### src/rtl/core/mlfo_pkg.sv
// Shared types, constants and the quarter-wave sine table of the multi-waveform LFO.
package mlfo_pkg;

  localparam int PHASE_BITS  = 32;
  localparam int SAMPLE_BITS = 16;
  localparam int SCALE_BITS  = 16;
  localparam int NOISE_BITS  = 32;
  localparam int MUL_W       = 18;
  localparam int PROD_W      = 2 * MUL_W;
  localparam int CFG_IDX_W   = 3;
  localparam int DRAW_CNT_W  = 5;

  localparam logic [NOISE_BITS-1:0] NOISE_SEED = 32'h1D87_2B41;
  localparam logic [NOISE_BITS-1:0] NOISE_TAPS = 32'h8020_0003;

  localparam logic [1:0] OP_TICK    = 2'd0;
  localparam logic [1:0] OP_SYNC    = 2'd1;
  localparam logic [1:0] OP_RESTART = 2'd2;

  localparam logic [2:0] WAVE_SINE   = 3'd0;
  localparam logic [2:0] WAVE_TRI    = 3'd1;
  localparam logic [2:0] WAVE_SQUARE = 3'd2;
  localparam logic [2:0] WAVE_SAW    = 3'd3;
  localparam logic [2:0] WAVE_HOLD   = 3'd4;
  localparam logic [2:0] WAVE_SMOOTH = 3'd5;

  localparam logic [CFG_IDX_W-1:0] CFG_PHASE_STEP   = 3'd0;
  localparam logic [CFG_IDX_W-1:0] CFG_PHASE_OFFSET = 3'd1;
  localparam logic [CFG_IDX_W-1:0] CFG_WAVE_SELECT  = 3'd2;
  localparam logic [CFG_IDX_W-1:0] CFG_SCALE_LOW    = 3'd3;
  localparam logic [CFG_IDX_W-1:0] CFG_SCALE_HIGH   = 3'd4;

  typedef struct packed {
    logic [1:0]            op;
    logic [PHASE_BITS-1:0] sync_phase;
  } lfo_in_t;

  typedef struct packed {
    logic signed [SAMPLE_BITS-1:0] wave_value;
    logic signed [SCALE_BITS-1:0]  scaled_value;
  } lfo_out_t;

  function automatic logic [15:0] sine_at(input logic [4:0] idx);
    logic [15:0] v;
    case (idx)
      5'd0:  v = 16'd0;
      5'd1:  v = 16'd3212;
      5'd2:  v = 16'd6393;
      5'd3:  v = 16'd9512;
      5'd4:  v = 16'd12539;
      5'd5:  v = 16'd15446;
      5'd6:  v = 16'd18204;
      5'd7:  v = 16'd20787;
      5'd8:  v = 16'd23170;
      5'd9:  v = 16'd25329;
      5'd10: v = 16'd27245;
      5'd11: v = 16'd28898;
      5'd12: v = 16'd30273;
      5'd13: v = 16'd31356;
      5'd14: v = 16'd32137;
      5'd15: v = 16'd32609;
      default: v = 16'd32767;
    endcase
    return v;
  endfunction

endpackage

### src/rtl/core/mlfo_mul.sv
// Shared signed multiplier with registered product.
module mlfo_mul
  import mlfo_pkg::*;
(
  input  logic                     clk,
  input  logic signed [MUL_W-1:0]  a_i,
  input  logic signed [MUL_W-1:0]  b_i,
  output logic signed [PROD_W-1:0] prod_o
);

  logic signed [PROD_W-1:0] prod_r;

  always_ff @(posedge clk) begin
    prod_r <= a_i * b_i;
  end

  assign prod_o = prod_r;

endmodule

### config.mk
export PLATFORM = sky130hd
export DESIGN_NAME = mlfo_mul
export DESIGN_NICKNAME = d
export VERILOG_FILES = /design/src/rtl/core/mlfo_pkg.sv /design/src/rtl/core/mlfo_mul.sv
export SDC_FILE = /design/constraint.sdc
export NUM_CORES = 1
export LEC_CHECK = 0
export ABC_AREA = 1
export BUFFER_PORTS_ARGS = -buffer_cell sky130_fd_sc_hd__buf_2
export CAP_MARGIN = 20
export CORE_MARGIN = 8
export CORE_UTILIZATION = 50
export CTS_CLUSTER_DIAMETER = 120
export DETAILED_ROUTE_END_ITERATION = 8
export PLACE_DENSITY = 0.66
export SETUP_SLACK_MARGIN = 0.4
export SLEW_MARGIN = 5
export SYNTH_ARGS = -nofsm -noshare
export SYNTH_HDL_FRONTEND = slang
export SYNTH_SLANG_ARGS = --single-unit
### constraint.sdc
create_clock -name clk -period 6.82 [get_ports clk]
set_input_delay 0.682 -clock clk [delete_from_list [all_inputs] [get_ports clk]]
set_output_delay 0.682 -clock clk [all_outputs]
set_load 0.02 [all_outputs]
==> impl_metrics.env <==
export IMPL_first_iter_violations=724
export IMPL_critPathKind="in2reg"
export IMPL_core_area_mm2=0.0276
export IMPL_cp_end_kind="register"
export IMPL_grt_overflow_total=0
export IMPL_start_util=0.504
export IMPL_postCtsSetupBuffers=0
export IMPL_yosysWarnings=0
export IMPL_path_cells="buf_2 > nand2_1 > fa_1 > inv_1 > fa_1 > fa_1 > fa_1 > fa_1 > inv_1 > fa_1 > inv_1 > ha_1 > nand2_1 > inv_1 > nand2_1 > nor3_1 > and2_1 > nand2_1 > nand3_1 > nand2_1"
export IMPL_seqCellArea_um2=721
export IMPL_ys_seq_area_frac=0.0519
export IMPL_syn_inst=1826
export IMPL_root_buffer="clkbuf_16"
export IMPL_ys_seq_elements=36
export IMPL_synth_edf_count=0
export IMPL_drt_pass1_iter_count=5
export IMPL_yosys_top_cells_count="inv_1, nand2_1, fa_1, ha_1, clkbuf_1"
export IMPL_synth_area_mm2=0.0139
export IMPL_io_pins=73
export IMPL_syn_to_final_growth_pct=5.55
export IMPL_cts_max_level=2
export IMPL_cap_violations=0
export IMPL_status="finished clean"
export IMPL_cts_tree="built"
export IMPL_busiest_layer="met2"
export IMPL_post_route_drc_count=0
export IMPL_cp_arrival_ps=6210
export IMPL_tns_ps=0
export IMPL_worstPathMaxFanout=18
export IMPL_largest_reg_flops=36
export IMPL_wirelength_um=33500
export IMPL_cpMostUsedCell="fa_1"
export IMPL_synth_simple_area_share=0.181
export IMPL_fillCellCount=2717
export IMPL_grt_max_degree=19
export IMPL_maxSlewViolCount=0
export IMPL_period_share=0.883
export IMPL_dp_hpwl_um=29000
export IMPL_yosys_top_cells_area="fa_1, inv_1, nand2_1"
export IMPL_cts_resized=0
export IMPL_setup_viol=0
export IMPL_dieHeight_um=183
export IMPL_synth_fp_nets=2285
export IMPL_grt_total_usage=0.218
export IMPL_die_w_um=183
export IMPL_grt_pass1_vias=12000
export IMPL_via_count=10700
export IMPL_hold_violations=0
export IMPL_synthArstFlopShare=0
export IMPL_critPathMaxStageDelay_ps=880
export IMPL_gr_usage_met2=0.405
export IMPL_cts_hold_fix_buffers=0
export IMPL_cts_buffer_depth=2
export IMPL_synthMuxAreaShare=0
export IMPL_synth_top_family_by_area="adder cells"
export IMPL_finalWeightedCongestion=0.888
export IMPL_fmax_mhz=166
export IMPL_grt_pass1_wl_um=58400
export IMPL_drive_gt1_frac=0.0591
export IMPL_critPathSlowestCell="fa_1"
export IMPL_antenna_cells=0
export IMPL_synthDistinctLibCells=26
export IMPL_antenna_found_initial=0
export IMPL_synthAdderAreaFrac=0.558
export IMPL_clkSinkCount=36
export IMPL_cts_made_buffers=5
export IMPL_grtUsageMet1=0.266
export IMPL_ys_flop_type="dfxtp_1"
export IMPL_required_ps=7010
export IMPL_tightest_slew_ps=538
export IMPL_critPathLaunchType="input pin"
export IMPL_multi_input_area_mm2=0.0106
export IMPL_die_area_mm2=0.0334
export IMPL_met3_usage=0.0243
export IMPL_netlist_area_leader_share=0.474
export IMPL_synth_compound_area_frac=0.0149
export IMPL_timing_hold_ws_ps=899
export IMPL_rows=61
export IMPL_syn_avg_cell_area_um2=7.61
export IMPL_relSlewSlack=0.641
export IMPL_clkTransAtPathRegs_ps=60
export IMPL_synthXorXnorAreaFrac=0.0107
export IMPL_rsz0062_at_grt="false"
export IMPL_avgViaCountPerCell=4.83
export IMPL_ant_nets=0
export IMPL_io_buffer_count=72
export IMPL_hold_class="in2reg"
export IMPL_yosys_cell_count_top_type="inv_1"
export IMPL_wl_per_cell_um=15.1
export IMPL_finalCriticalPeriod_ps=6020
export IMPL_fin_nets=2301
export IMPL_synth_top_area_cell="fa_1"
[worst max-delay path, delay by kind of cell]
kind                       cells  cell delay (ps)
and+or+nand+nor                8              970
buffers and inverters          5              690
adders and majority gates      7             3850
[final timing paths]
kind                   start          to  slack (ps)  cells past startpoint
worst min-delay path  b_i[0]   prod_o[0]         900                      4
worst max-delay path  b_i[3]  prod_o[33]         800                     20
[cell families (layout without fill, tap and decap cells)]
kind of cell,count (synthesis),after routing
fa+ha+maj,422,422
compound gates,38,38
flops,36,36
simple gates,634,634
buf+inv,679,696
xor+xnor,17,17
[through the flow]
stage / area [um^2] / cells / util / setup WS [ps]
6_report: 14700 / 2221 / 0.532 / 795
5_1_grt: 14700 / 2221 / 0.532 / 412
4_1_cts: 14700 / 2221 / 0.532 / 785
3_5_place_dp: 14500 / 2213 / 0.527 / 504
3_3_place_gp: 14500 / 2213 / 0.527 / 605
2_1_floorplan: 13900 / 1826 / - / 895
[cells in the final DEF, fill, tap and decap left out]
| cell type | synthesis | routed |
|---|---|---|
| inv_1 | 605 | 605 |
| and2_4 | 1 | 1 |
| a21oi_1 | 26 | 26 |
| nand3_2 | 1 | 1 |
| clkinv_2 | 0 | 2 |
| and2_1 | 5 | 5 |
| nand4_1 | 8 | 8 |
| nand3b_1 | 2 | 2 |
| clkbuf_16 | 0 | 5 |
| ha_1 | 93 | 93 |
| nor2_1 | 59 | 59 |
| nor2_2 | 7 | 7 |
| or2_2 | 3 | 3 |
| fa_1 | 329 | 329 |
| a21o_1 | 1 | 1 |
| or2_1 | 1 | 1 |
| dfxtp_1 | 36 | 36 |
| xor2_1 | 14 | 14 |
| o21bai_1 | 6 | 6 |
| o21ai_0 | 5 | 5 |
| inv_2 | 3 | 3 |
| nor3_1 | 5 | 5 |
| nand2_2 | 6 | 6 |
| buf_2 | 0 | 72 |
| clkinv_4 | 0 | 1 |
| nand2_1 | 503 | 503 |
| buf_4 | 0 | 8 |
| xnor2_1 | 3 | 3 |
| nand3_1 | 33 | 33 |
[metal layers]
layer	up-vias	share of wire	wire, um
met5	-	0	0
met4	0	0.022	731
met3	64	0.051	1720
met2	290	0.52	17500
met1	5335	0.40	13500
li1	5039	-	-
[final cells by class]
cell class | count | share of cell area
clock buffer | 5 | 0.00853
clock inverter | 3 | 0.00128
inverter | 608 | 0.156
multi-input combinational | 1111 | 0.725
sequential | 36 | 0.0491
tap | 378 | 0.0322
timing repair buffer | 80 | 0.0287
Power is not shown: default switching activity piles up to over one toggle a cycle in this logic, so the estimate is an artifact.
