**src/rtl/core/mlfo_pkg.sv**
```systemverilog
// Shared types, constants and the quarter-wave sine table of the multi-waveform LFO.
package mlfo_pkg;

  localparam int PHASE_BITS  = 32;
  localparam int SAMPLE_BITS = 16;
  localparam int SCALE_BITS  = 16;
  localparam int NOISE_BITS  = 32;
  localparam int MUL_W       = 18;
  localparam int PROD_W      = 2 * MUL_W;
  localparam int CFG_IDX_W   = 3;
  localparam int DRAW_CNT_W  = 5;

  localparam logic [NOISE_BITS-1:0] NOISE_SEED = 32'h1D87_2B41;
  localparam logic [NOISE_BITS-1:0] NOISE_TAPS = 32'h8020_0003;

  localparam logic [1:0] OP_TICK    = 2'd0;
  localparam logic [1:0] OP_SYNC    = 2'd1;
  localparam logic [1:0] OP_RESTART = 2'd2;

  localparam logic [2:0] WAVE_SINE   = 3'd0;
  localparam logic [2:0] WAVE_TRI    = 3'd1;
  localparam logic [2:0] WAVE_SQUARE = 3'd2;
  localparam logic [2:0] WAVE_SAW    = 3'd3;
  localparam logic [2:0] WAVE_HOLD   = 3'd4;
  localparam logic [2:0] WAVE_SMOOTH = 3'd5;

  localparam logic [CFG_IDX_W-1:0] CFG_PHASE_STEP   = 3'd0;
  localparam logic [CFG_IDX_W-1:0] CFG_PHASE_OFFSET = 3'd1;
  localparam logic [CFG_IDX_W-1:0] CFG_WAVE_SELECT  = 3'd2;
  localparam logic [CFG_IDX_W-1:0] CFG_SCALE_LOW    = 3'd3;
  localparam logic [CFG_IDX_W-1:0] CFG_SCALE_HIGH   = 3'd4;

  typedef struct packed {
    logic [1:0]            op;
    logic [PHASE_BITS-1:0] sync_phase;
  } lfo_in_t;

  typedef struct packed {
    logic signed [SAMPLE_BITS-1:0] wave_value;
    logic signed [SCALE_BITS-1:0]  scaled_value;
  } lfo_out_t;

  function automatic logic [15:0] sine_at(input logic [4:0] idx);
    logic [15:0] v;
    case (idx)
      5'd0:  v = 16'd0;
      5'd1:  v = 16'd3212;
      5'd2:  v = 16'd6393;
      5'd3:  v = 16'd9512;
      5'd4:  v = 16'd12539;
      5'd5:  v = 16'd15446;
      5'd6:  v = 16'd18204;
      5'd7:  v = 16'd20787;
      5'd8:  v = 16'd23170;
      5'd9:  v = 16'd25329;
      5'd10: v = 16'd27245;
      5'd11: v = 16'd28898;
      5'd12: v = 16'd30273;
      5'd13: v = 16'd31356;
      5'd14: v = 16'd32137;
      5'd15: v = 16'd32609;
      default: v = 16'd32767;
    endcase
    return v;
  endfunction

endpackage

```
**src/rtl/core/mlfo_lfsr.sv**
```systemverilog
// Galois noise register, advanced one shift per enabled cycle.
module mlfo_lfsr
  import mlfo_pkg::*;
(
  input  logic                  clk,
  input  logic                  rst_n,
  input  logic                  step_i,
  output logic [NOISE_BITS-1:0] next_o
);

  logic [NOISE_BITS-1:0] noise_r;

  always_comb begin
    next_o = noise_r >> 1;
    if (noise_r[0]) begin
      next_o = next_o ^ NOISE_TAPS;
    end
  end

  always_ff @(posedge clk) begin
    if (!rst_n) begin
      noise_r <= NOISE_SEED;
    end else if (step_i) begin
      noise_r <= next_o;
    end
  end

endmodule

```
**config.mk**
```make
export PLATFORM = sky130hd
export DESIGN_NAME = mlfo_lfsr
export DESIGN_NICKNAME = d
export VERILOG_FILES = /design/src/rtl/core/mlfo_pkg.sv /design/src/rtl/core/mlfo_lfsr.sv
export SDC_FILE = /design/constraint.sdc
export NUM_CORES = 1
export LEC_CHECK = 0
export ABC_AREA = 1
export BUFFER_PORTS_ARGS = -buffer_cell sky130_fd_sc_hd__buf_2
export CAP_MARGIN = 20
export CORE_UTILIZATION = 55
export CTS_CLUSTER_SIZE = 14
export DETAILED_ROUTE_END_ITERATION = 7
export PLACE_DENSITY = 0.8
export REMOVE_ABC_BUFFERS = 1
export SYNTH_ARGS = -nofsm -noshare
export SYNTH_HDL_FRONTEND = slang
export SYNTH_SLANG_ARGS = --single-unit
export TNS_END_PERCENT = 50
```
**constraint.sdc**
```tcl
create_clock -name clk -period 1.5 [get_ports clk]
set_input_delay 0.375 -clock clk [delete_from_list [all_inputs] [get_ports clk]]
set_output_delay 0.375 -clock clk [all_outputs]
set_load 0.01 [all_outputs]
```
==> impl_metrics.env, run 1 <==
export IMPL_ys_warn_count=0
export IMPL_synth_top_family_by_area="simple AND/OR/NAND/NOR gates"
export IMPL_htreeDepth=2
export IMPL_critPathBufInv=2
export IMPL_grt_pass1_vias=879
export IMPL_ys_flop_type="dfxtp_1"
export IMPL_cts_made_buffers=5
export IMPL_drt_pre_antenna_iters=4
export IMPL_p_int_mw=1.371
export IMPL_seqCellArea_um2=644.4
export IMPL_postSynthCellCount=181
export IMPL_swShare_pct=25.85
export IMPL_drt_iter0_drc=22
export IMPL_fin_skew_ps=8.246
export IMPL_crit_family="flip-flops"
export IMPL_grt_pass1_wl_um=3663
export IMPL_synth_edf_count=0
export IMPL_criticalPathCategory="reg -> out"
export IMPL_fill_cells=199
export IMPL_hold_path_class="in -> reg"
export IMPL_antenna_found_initial=0
export IMPL_layout_drive_gt1_share_pct=27.13
export IMPL_die_h_um=51.87
export IMPL_viasPerCell=5.083
export IMPL_worstPathMaxFanout=4
export IMPL_coreArea_um2=2276
export IMPL_cts_max_path_buffers=2
export IMPL_cts_tree="built"
export IMPL_final_cells=216
export IMPL_powerDensity_nw_per_um2=1287
export IMPL_cp_end_kind="output port"
export IMPL_synthMuxAreaShare_pct=0
export IMPL_syn_avg_cell_area_um2=7.556
export IMPL_wl_per_cell_um=10.61
export IMPL_top_register="noise_r"
export IMPL_power_total_mw=1.849
export IMPL_place_congestion=0.7420
export IMPL_cts_root_buf="clkbuf_4"
export IMPL_initial_utilization_pct=60.09
export IMPL_cp_start_kind="flip-flop"
export IMPL_pwr_share_seq_pct=51.9
export IMPL_overflow=0
export IMPL_vias=1098
export IMPL_min_period_ps=1451
export IMPL_yosysSeqAreaShare_pct=46.84
export IMPL_finalCritPeriodShare_pct=96.72
export IMPL_finalSetupViolations=0
export IMPL_p_comb_share_pct=13.9
export IMPL_status="completed"
export IMPL_ant_nets=0
export IMPL_synthXorXnorAreaFrac_pct=0
export IMPL_finalHoldViolations=0
export IMPL_power_frac_clock_pct=34.2
export IMPL_drc=0
export IMPL_synth_area_leaders="dfxtp_1 (47%), buf_4 (16%), nand2_1 (10%), nor2_1 (7.7%), nand3_1 (5.9%)"
export IMPL_synth_top_area_share_pct=46.84
export IMPL_multiInputGateArea_um2=445.4
export IMPL_final_core_util_pct=63.11
export IMPL_wirelength_um=2292
export IMPL_clock_latency_ps=330
export IMPL_ys_async_sr_fraction_pct=0
export IMPL_synth_seq_cells=32
export IMPL_clk_pin_slew_worst_paths_ps=100
export IMPL_yosysUniqueCellTypes=13
export IMPL_grt_max_degree=33
export IMPL_path_cells="buf_6 > nand2_2 > nand2_1 > buf_2"
export IMPL_arrival_ps=1080
export IMPL_synth_top_area_cell="dfxtp_1"
export IMPL_finalHoldWorstSlack_ps=412.4
export IMPL_yosys_area_share_simple_pct=24.15
export IMPL_top_regs="noise_r (32)"
export IMPL_worst_path_max_delay_cell="dfxtp_4"
export IMPL_worstPathRequired_ps=1120
export IMPL_p_leak_nw=0.7152
export IMPL_n_antenna_cell=0
export IMPL_cts_sinks=32
export IMPL_area_growth_syn_to_layout_pct=5.032
export IMPL_finalMaxSlewViolations=0
export IMPL_cts_hold_buf=0
export IMPL_largest_register_ffs=32
export IMPL_fp_dieW_um=51.87
export IMPL_rows=17
export IMPL_dp_hpwl_um=1513
export IMPL_synth_fa_ha_area_share_pct=0
export IMPL_dp_cells=207
export IMPL_syn_cell_area_um2=1368
export IMPL_synth_commonest_cells="nand2_1 (37), dfxtp_1 (32), buf_4 (29)"
export IMPL_tns_ps=0
export IMPL_grtUsageTotal_pct=18.64
export IMPL_fin_nets=190
export IMPL_yosysMostFrequentCell="nand2_1"
export IMPL_clock_fmax_ghz=0.6892
export IMPL_dieArea_um2=2690
export IMPL_p_switching_uw=478.0
export IMPL_irDropWorstVdd_mv=0.9213
export IMPL_crit_path_max_incr_delay_ps=380
export IMPL_synth_compound_area_share_pct=7.685
export IMPL_tightest_slew_ps=485.5
export IMPL_rsz0062_at_grt="yes"
export IMPL_pin_count=35
export IMPL_numPortBuffers=34
export IMPL_drv_cap=0
export IMPL_max_slew_margin_pct=67.59
[routing by layer]
metal  part of all wire [%]  GRT usage, %
met5                      0             0
met4                    1.5         6.757
met3                    7.7         8.187
met2                     46         29.49
met1                     44         22.16
[path summary, 6_finish.rpt]
kind                from           to  slack, ps  depth (start not counted)
min reg2reg  noise_r[24]  noise_r[24]        480                          2
max           noise_r[0]    next_o[1]         50                          4
max reg2reg   noise_r[0]   noise_r[1]        670                          5
min               step_i  noise_r[11]        410                          3
[worst reg2reg max path: stages (launching register included)]
cell and delay [ps]:
dfxtp_4 380, buf_6 120, nand2_2 60, nand3_1 70
nand2_1 60, inv_1 30
[power by group through the flow]
| stage | Combinational [mW] | Clock (mW) | Sequential [mW] |
|---|---|---|---|
| floorplan | 0.103 | 0 | 1.00 |
| global placement | 0.233 | 0 | 0.975 |
| detailed placement | 0.240 | 0 | 0.978 |
| CTS | 0.244 | 0.641 | 0.958 |
| global route | 0.288 | 0.692 | 0.970 |
| finish | 0.256 | 0.633 | 0.960 |
[cells by family after synthesis]
family,count (synthesis)
DFF,32
AOI/OAI and AO/OA,21
and+or+nand+nor,82
buffers and inverters,46
[stage by stage]
step	instance area, um^2	setup WS [ps]
finish	1436	49.13
global placement	1326	231.4
global route	1436	-15.60
floorplan	1106	373.9
detailed placement	1326	188.9
CTS	1414	1.441
[timing repair]
item	4_1_cts	5_1_grt
pin swaps	0	0
setup endpoints to repair	3	3
resized for setup	3	7
buffers inserted	1	0
[area by class of cell]
class	count	area share, %
multi-input combinational	103	31.01
tap	28	2.439
timing repair buffer	37	14.11
sequential	32	44.86
inverter	8	2.265
clock buffer	6	2.875
clock inverter	2	2.439
[cells in the final DEF, fill, tap and decap left out]
master	n
nand2_1	34
buf_4	2
o21ai_0	16
dfxtp_1	31
inv_4	1
nand2_2	3
bufinv_16	1
and2_4	1
inv_2	1
nand3_1	16
buf_6	2
dfxtp_4	1
clkinv_2	1
inv_1	6
a21oi_1	5
clkbuf_4	5
clkbuf_1	1
nor2_1	28
buf_2	33
Power figures use the tool's default switching activity.
==> run 2: changes to the inputs <==
- CELL_PAD_IN_SITES_DETAIL_PLACEMENT: not set -> 0
- CELL_PAD_IN_SITES_GLOBAL_PLACEMENT: not set -> 1
- CORE_UTILIZATION: 55 -> 36
- PLACE_DENSITY: 0.8 -> 0.74
- clock period: 1.5 -> 1.45 ns (I/O delays scaled with it)
==> impl_metrics.env, run 2 (synthesis results as in run 1) <==
export IMPL_area_growth_syn_to_layout_pct=8.417
export IMPL_numPortBuffers=34
export IMPL_clk_pin_slew_worst_paths_ps=60
export IMPL_initial_utilization_pct=37.35
export IMPL_worst_path_max_delay_cell="dfxtp_2"
export IMPL_pin_count=35
export IMPL_drc=0
export IMPL_grt_pass1_wl_um=4140
export IMPL_top_register="noise_r"
export IMPL_cp_start_kind="flip-flop"
export IMPL_dieArea_um2=4049
export IMPL_vias=1047
export IMPL_wirelength_um=2448
export IMPL_cts_made_buffers=5
export IMPL_cts_hold_buf=0
export IMPL_drt_pre_antenna_iters=4
export IMPL_worstReg2RegEnd="noise_r[21]"
export IMPL_layout_commonest_cell="nand2_1"
export IMPL_grt_pass1_vias=935
export IMPL_cts_tree="built"
export IMPL_rsz0062_at_grt="no"
export IMPL_cp_end_kind="output port"
export IMPL_drt_iter0_drc=61
export IMPL_antenna_found_initial=0
export IMPL_rows=22
export IMPL_crit_path_max_incr_delay_ps=350
export IMPL_powerDensity_nw_per_um2=1306
export IMPL_clock_latency_ps=270
export IMPL_worstPathMaxFanout=6
export IMPL_drv_cap=0
export IMPL_r2r_slack_ps=660
export IMPL_p_int_mw=1.443
export IMPL_fill_cells=399
export IMPL_pwr_share_seq_pct=51.3
export IMPL_layout_drive_gt1_share_pct=24.87
export IMPL_worst_r2r_path_depth=5
export IMPL_coreArea_um2=3661
export IMPL_criticalPathCategory="reg -> out"
export IMPL_finalSetupViolations=0
export IMPL_die_h_um=63.64
export IMPL_swShare_pct=25.45
export IMPL_cts_max_path_buffers=2
export IMPL_largest_register_ffs=32
export IMPL_p_switching_uw=492.7
export IMPL_htreeDepth=2
export IMPL_worstPathRequired_ps=1090
export IMPL_finalMaxSlewViolations=0
export IMPL_finalHoldViolations=0
export IMPL_viasPerCell=4.418
export IMPL_critPathBufInv=2
export IMPL_r2r_start="noise_r[0]"
export IMPL_min_path_cells=2
export IMPL_n_antenna_cell=0
export IMPL_p_leak_nw=0.7256
export IMPL_p_comb_share_pct=13.6
export IMPL_dp_cells=229
export IMPL_worstHoldEndpoint="noise_r[23]"
export IMPL_holdCritStartpoint="rst_n"
export IMPL_final_cells=237
export IMPL_path_cells="inv_2 > nand2_1 > and2_1 > buf_2"
export IMPL_tightest_slew_ps=249.9
export IMPL_min_period_ps=1379
export IMPL_cts_setup_buffers=0
export IMPL_wl_per_cell_um=10.33
export IMPL_cts_sinks=32
export IMPL_max_slew_margin_pct=83.31
export IMPL_overflow=0
export IMPL_status="completed"
export IMPL_arrival_ps=1020
export IMPL_fp_dieW_um=63.64
export IMPL_cts_root_buf="clkbuf_8"
export IMPL_cp_depth=4
export IMPL_hold_path_class="in -> reg"
export IMPL_place_congestion=0.6587
export IMPL_top_regs="noise_r (32)"
export IMPL_power_frac_clock_pct=35.2
export IMPL_grt_max_degree=20
export IMPL_fin_nets=191
export IMPL_final_cell_mix="nand2_1 (37), buf_2 (34), dfxtp_1 (31)"
export IMPL_dp_hpwl_um=1720
export IMPL_finalCritPeriodShare_pct=95.11
export IMPL_fin_skew_ps=1.989
export IMPL_grtUsageTotal_pct=13.34
export IMPL_crit_family="flip-flops"
export IMPL_irDropWorstVdd_mv=0.6453
export IMPL_ant_nets=0
export IMPL_clock_fmax_ghz=0.7251
export IMPL_tns_ps=0
export IMPL_crit_start="noise_r[0]"
-- run 2: cell types whose count changed in the layout (fill, tap and decap cells not counted), sizes merged --
cell    before  now
buf         37   38
bufinv       1    0
clkinv       1    0
clkbuf       6    8
-- run 2: final cells by class --
type / instances / area [um^2] / share of cell area [%]
sequential: 32 / 641.9 / 43.29
multi-input combinational: 103 / 435.4 / 29.37
timing repair buffer: 38 / 225.2 / 15.19
clock buffer: 8 / 90.09 / 6.076
tap: 48 / 60.06 / 4.051
inverter: 8 / 30.03 / 2.025
-- run 2: per-stage QoR --
stage | hold slack [ps] | setup WS [ps] | instance area, um^2 | util [%] | total power, mW
final | 395.4 | 70.91 | 1483 | 40.50 | 1.936
after floorplan | 446.7 | 336.4 | 1106 | - | 1.142
after CTS | 388.6 | 12.61 | 1483 | 40.50 | 1.966
after global placement | 458.3 | 317.2 | 1391 | 38.00 | 1.270
after detailed placement | 464.8 | 282.2 | 1391 | 38.00 | 1.277
after global routing | 394.5 | 21.17 | 1483 | 40.50 | 2.041
-- run 2: metal layers --
| layer | vias to the layer above | wire length, um | track usage (%) |
|---|---|---|---|
| met5 | - | 0 | 0 |
| met4 | 0 | 4 | 3.409 |
| met3 | 2 | 159 | 6.522 |
| met2 | 29 | 1164 | 21.81 |
| met1 | 465 | 1121 | 15.39 |
| li1 | 551 | - | - |
-- run 2: what timing repair did --
| action | CTS | global route |
|---|---|---|
| endpoints found under the setup margin | 1 | 1 |
| resized for setup | 1 | 1 |
| gates cloned | 0 | 0 |
-- run 2: power groups by stage --
stage	clock [mW]	combinational [mW]	sequential, mW
floorplan	0	0.106	1.04
global route	0.746	0.291	1.00
CTS	0.706	0.267	0.993
finish	0.681	0.263	0.993
global placement	0	0.261	1.01
detailed placement	0	0.266	1.01
-- run 2: how the worst max path moves through the flow --
stage	end
CTS	next_o[0]
detailed placement	next_o[0]
global placement	next_o[0]
floorplan	next_o[0]
global route	next_o[0]
finish	next_o[0]
==> run 3: changes to the inputs <==
- CORE_UTILIZATION: 36 -> 33
- PLACE_DENSITY: 0.74 -> 0.72
- clock period: 1.45 -> 1.1 ns (I/O delays scaled with it)
==> impl_metrics.env, run 3 (synthesis results as in run 1) <==
export IMPL_rows=23
export IMPL_finalMaxSlewViolations=0
export IMPL_fin_nets=195
export IMPL_cts_tree="built"
export IMPL_final_core_util_pct=38.91
export IMPL_cp_end_kind="output port"
export IMPL_violations="negative setup slack"
export IMPL_p_comb_share_pct=13.4
export IMPL_p_leak_nw=0.7585
export IMPL_grt_pass1_vias=915
export IMPL_cp_start_kind="flip-flop"
export IMPL_hold_path_class="in -> reg"
export IMPL_rsz0062_at_grt="yes"
export IMPL_clock_latency_ps=280
export IMPL_dieArea_um2=4406
export IMPL_top_register="noise_r"
export IMPL_worstPathMaxFanout=5
export IMPL_drv_cap=0
export IMPL_worst_path_max_delay_cell="dfxtp_4"
export IMPL_viasPerCell=4.300
export IMPL_fin_skew_ps=4.999
export IMPL_p_switching_uw=682.0
export IMPL_dp_hpwl_um=1700
export IMPL_dp_cells=234
export IMPL_grt_pass1_wl_um=4036
export IMPL_min_period_ps=1281
export IMPL_final_cell_mix="nand2_1 (34), buf_2 (34), dfxtp_1 (29)"
export IMPL_worstPathRequired_ps=820
export IMPL_place_congestion=0.6674
export IMPL_irDropWorstVdd_mv=0.9139
export IMPL_p_int_mw=2.082
export IMPL_timing_final_ws_setup_ps=-181.2
export IMPL_pin_count=35
export IMPL_path_cells="inv_4 > nand2_2 > and2_1 > buf_2"
export IMPL_ant_nets=0
export IMPL_drt_pre_antenna_iters=4
export IMPL_area_growth_syn_to_layout_pct=13.81
export IMPL_finalHoldViolations=0
export IMPL_power_frac_clock_pct=39.3
export IMPL_tightest_slew_ps=244.8
export IMPL_crit_path_max_incr_delay_ps=370
export IMPL_clock_fmax_ghz=0.7805
export IMPL_finalSetupViolations=3
export IMPL_status="finished with violations"
export IMPL_finalCritPeriodShare_pct=116.5
export IMPL_max_slew_margin_pct=83.66
export IMPL_final_cells=243
export IMPL_layout_drive_gt1_share_pct=29.53
export IMPL_coreArea_um2=4000
export IMPL_finish_instance_area_um2=1556
export IMPL_powerDensity_nw_per_um2=1776
export IMPL_criticalPathCategory="reg -> out"
export IMPL_antenna_found_initial=0
export IMPL_arrival_ps=1010
export IMPL_wirelength_um=2453
export IMPL_clk_pin_slew_worst_paths_ps=60
export IMPL_overflow=0
export IMPL_initial_utilization_pct=34.19
export IMPL_pwr_share_seq_pct=47.4
export IMPL_drt_iter0_drc=18
export IMPL_cts_root_buf="clkbuf_8"
export IMPL_drc=0
export IMPL_r2r_slack_ps=310
export IMPL_wl_per_cell_um=10.09
export IMPL_die_h_um=66.38
export IMPL_vias=1045
export IMPL_top_regs="noise_r (32)"
export IMPL_cts_made_buffers=5
export IMPL_critPathBufInv=2
export IMPL_n_antenna_cell=0
export IMPL_placed_area_um2=1416
export IMPL_swShare_pct=24.68
export IMPL_grtUsageTotal_pct=12.29
export IMPL_grt_max_degree=19
export IMPL_numPortBuffers=34
export IMPL_crit_family="flip-flops"
export IMPL_largest_register_ffs=32
export IMPL_power_total_mw=2.764
export IMPL_pre_cts_slack_ps=36.38
export IMPL_htreeDepth=2
export IMPL_fp_dieW_um=66.38
export IMPL_cts_max_path_buffers=2
export IMPL_cts_sinks=32
[run 3: changes by cell type in the layout (fill, tap and decap cells not counted), sizes merged]
cell,previous run,this run
buf,38,42
clkbuf,8,6
clkinv,0,1
bufinv,0,1
[run 3: final timing paths]
kind | from | end | depth (start not counted)
max | noise_r[0] | next_o[0] | 4
min | rst_n | noise_r[23] | 2
max reg2reg | noise_r[0] | noise_r[21] | 5
min reg2reg | noise_r[13] | noise_r[13] | 2
[run 3: timing repair]
item                                    in CTS  in global routing
setup buffers                                1                  0
hold buffers                                 0                  0
endpoints found under the setup margin       4                  6
resized for setup                            7                  4
pin swaps                                    1                  0
[run 3: layer usage]
layer | up-vias | wire (um) | GRT usage [%]
met4 | 0 | 19 | 4.787
met1 | 454 | 1217 | 15.51
met2 | 26 | 1066 | 17.98
li1 | 563 | - | -
met3 | 2 | 150 | 5.690
met5 | - | 0 | 0
[run 3: through the flow]
step	setup TNS (ps)	hold WS (ps)
3_5_place_dp	0	465.5
4_1_cts	-506.5	266.3
2_1_floorplan	0	359.2
3_3_place_gp	0	469.6
6_report	-468.4	267.9
5_1_grt	-629.4	303.7
[run 3: cell type report]
| cell class | instances | area (um^2) |
|---|---|---|
| Clock buffer | 6 | 72.57 |
| Fill cell | 429 | 2444 |
| Clock inverter | 2 | 35.03 |
| Tap cell | 50 | 62.56 |
| Multi-Input combinational cell | 103 | 447.9 |
| Inverter | 8 | 32.53 |
| Sequential cell | 32 | 646.9 |
| Timing Repair Buffer | 42 | 259.0 |
[run 3: power groups by stage]
stage	logic, mW	registers, mW	clock network [mW]
final	0.369	1.31	1.08
after floorplan	0.140	1.37	0
after global routing	0.420	1.32	1.15
after CTS	0.370	1.31	1.10
after global placement	0.360	1.33	0
after detailed placement	0.359	1.33	0
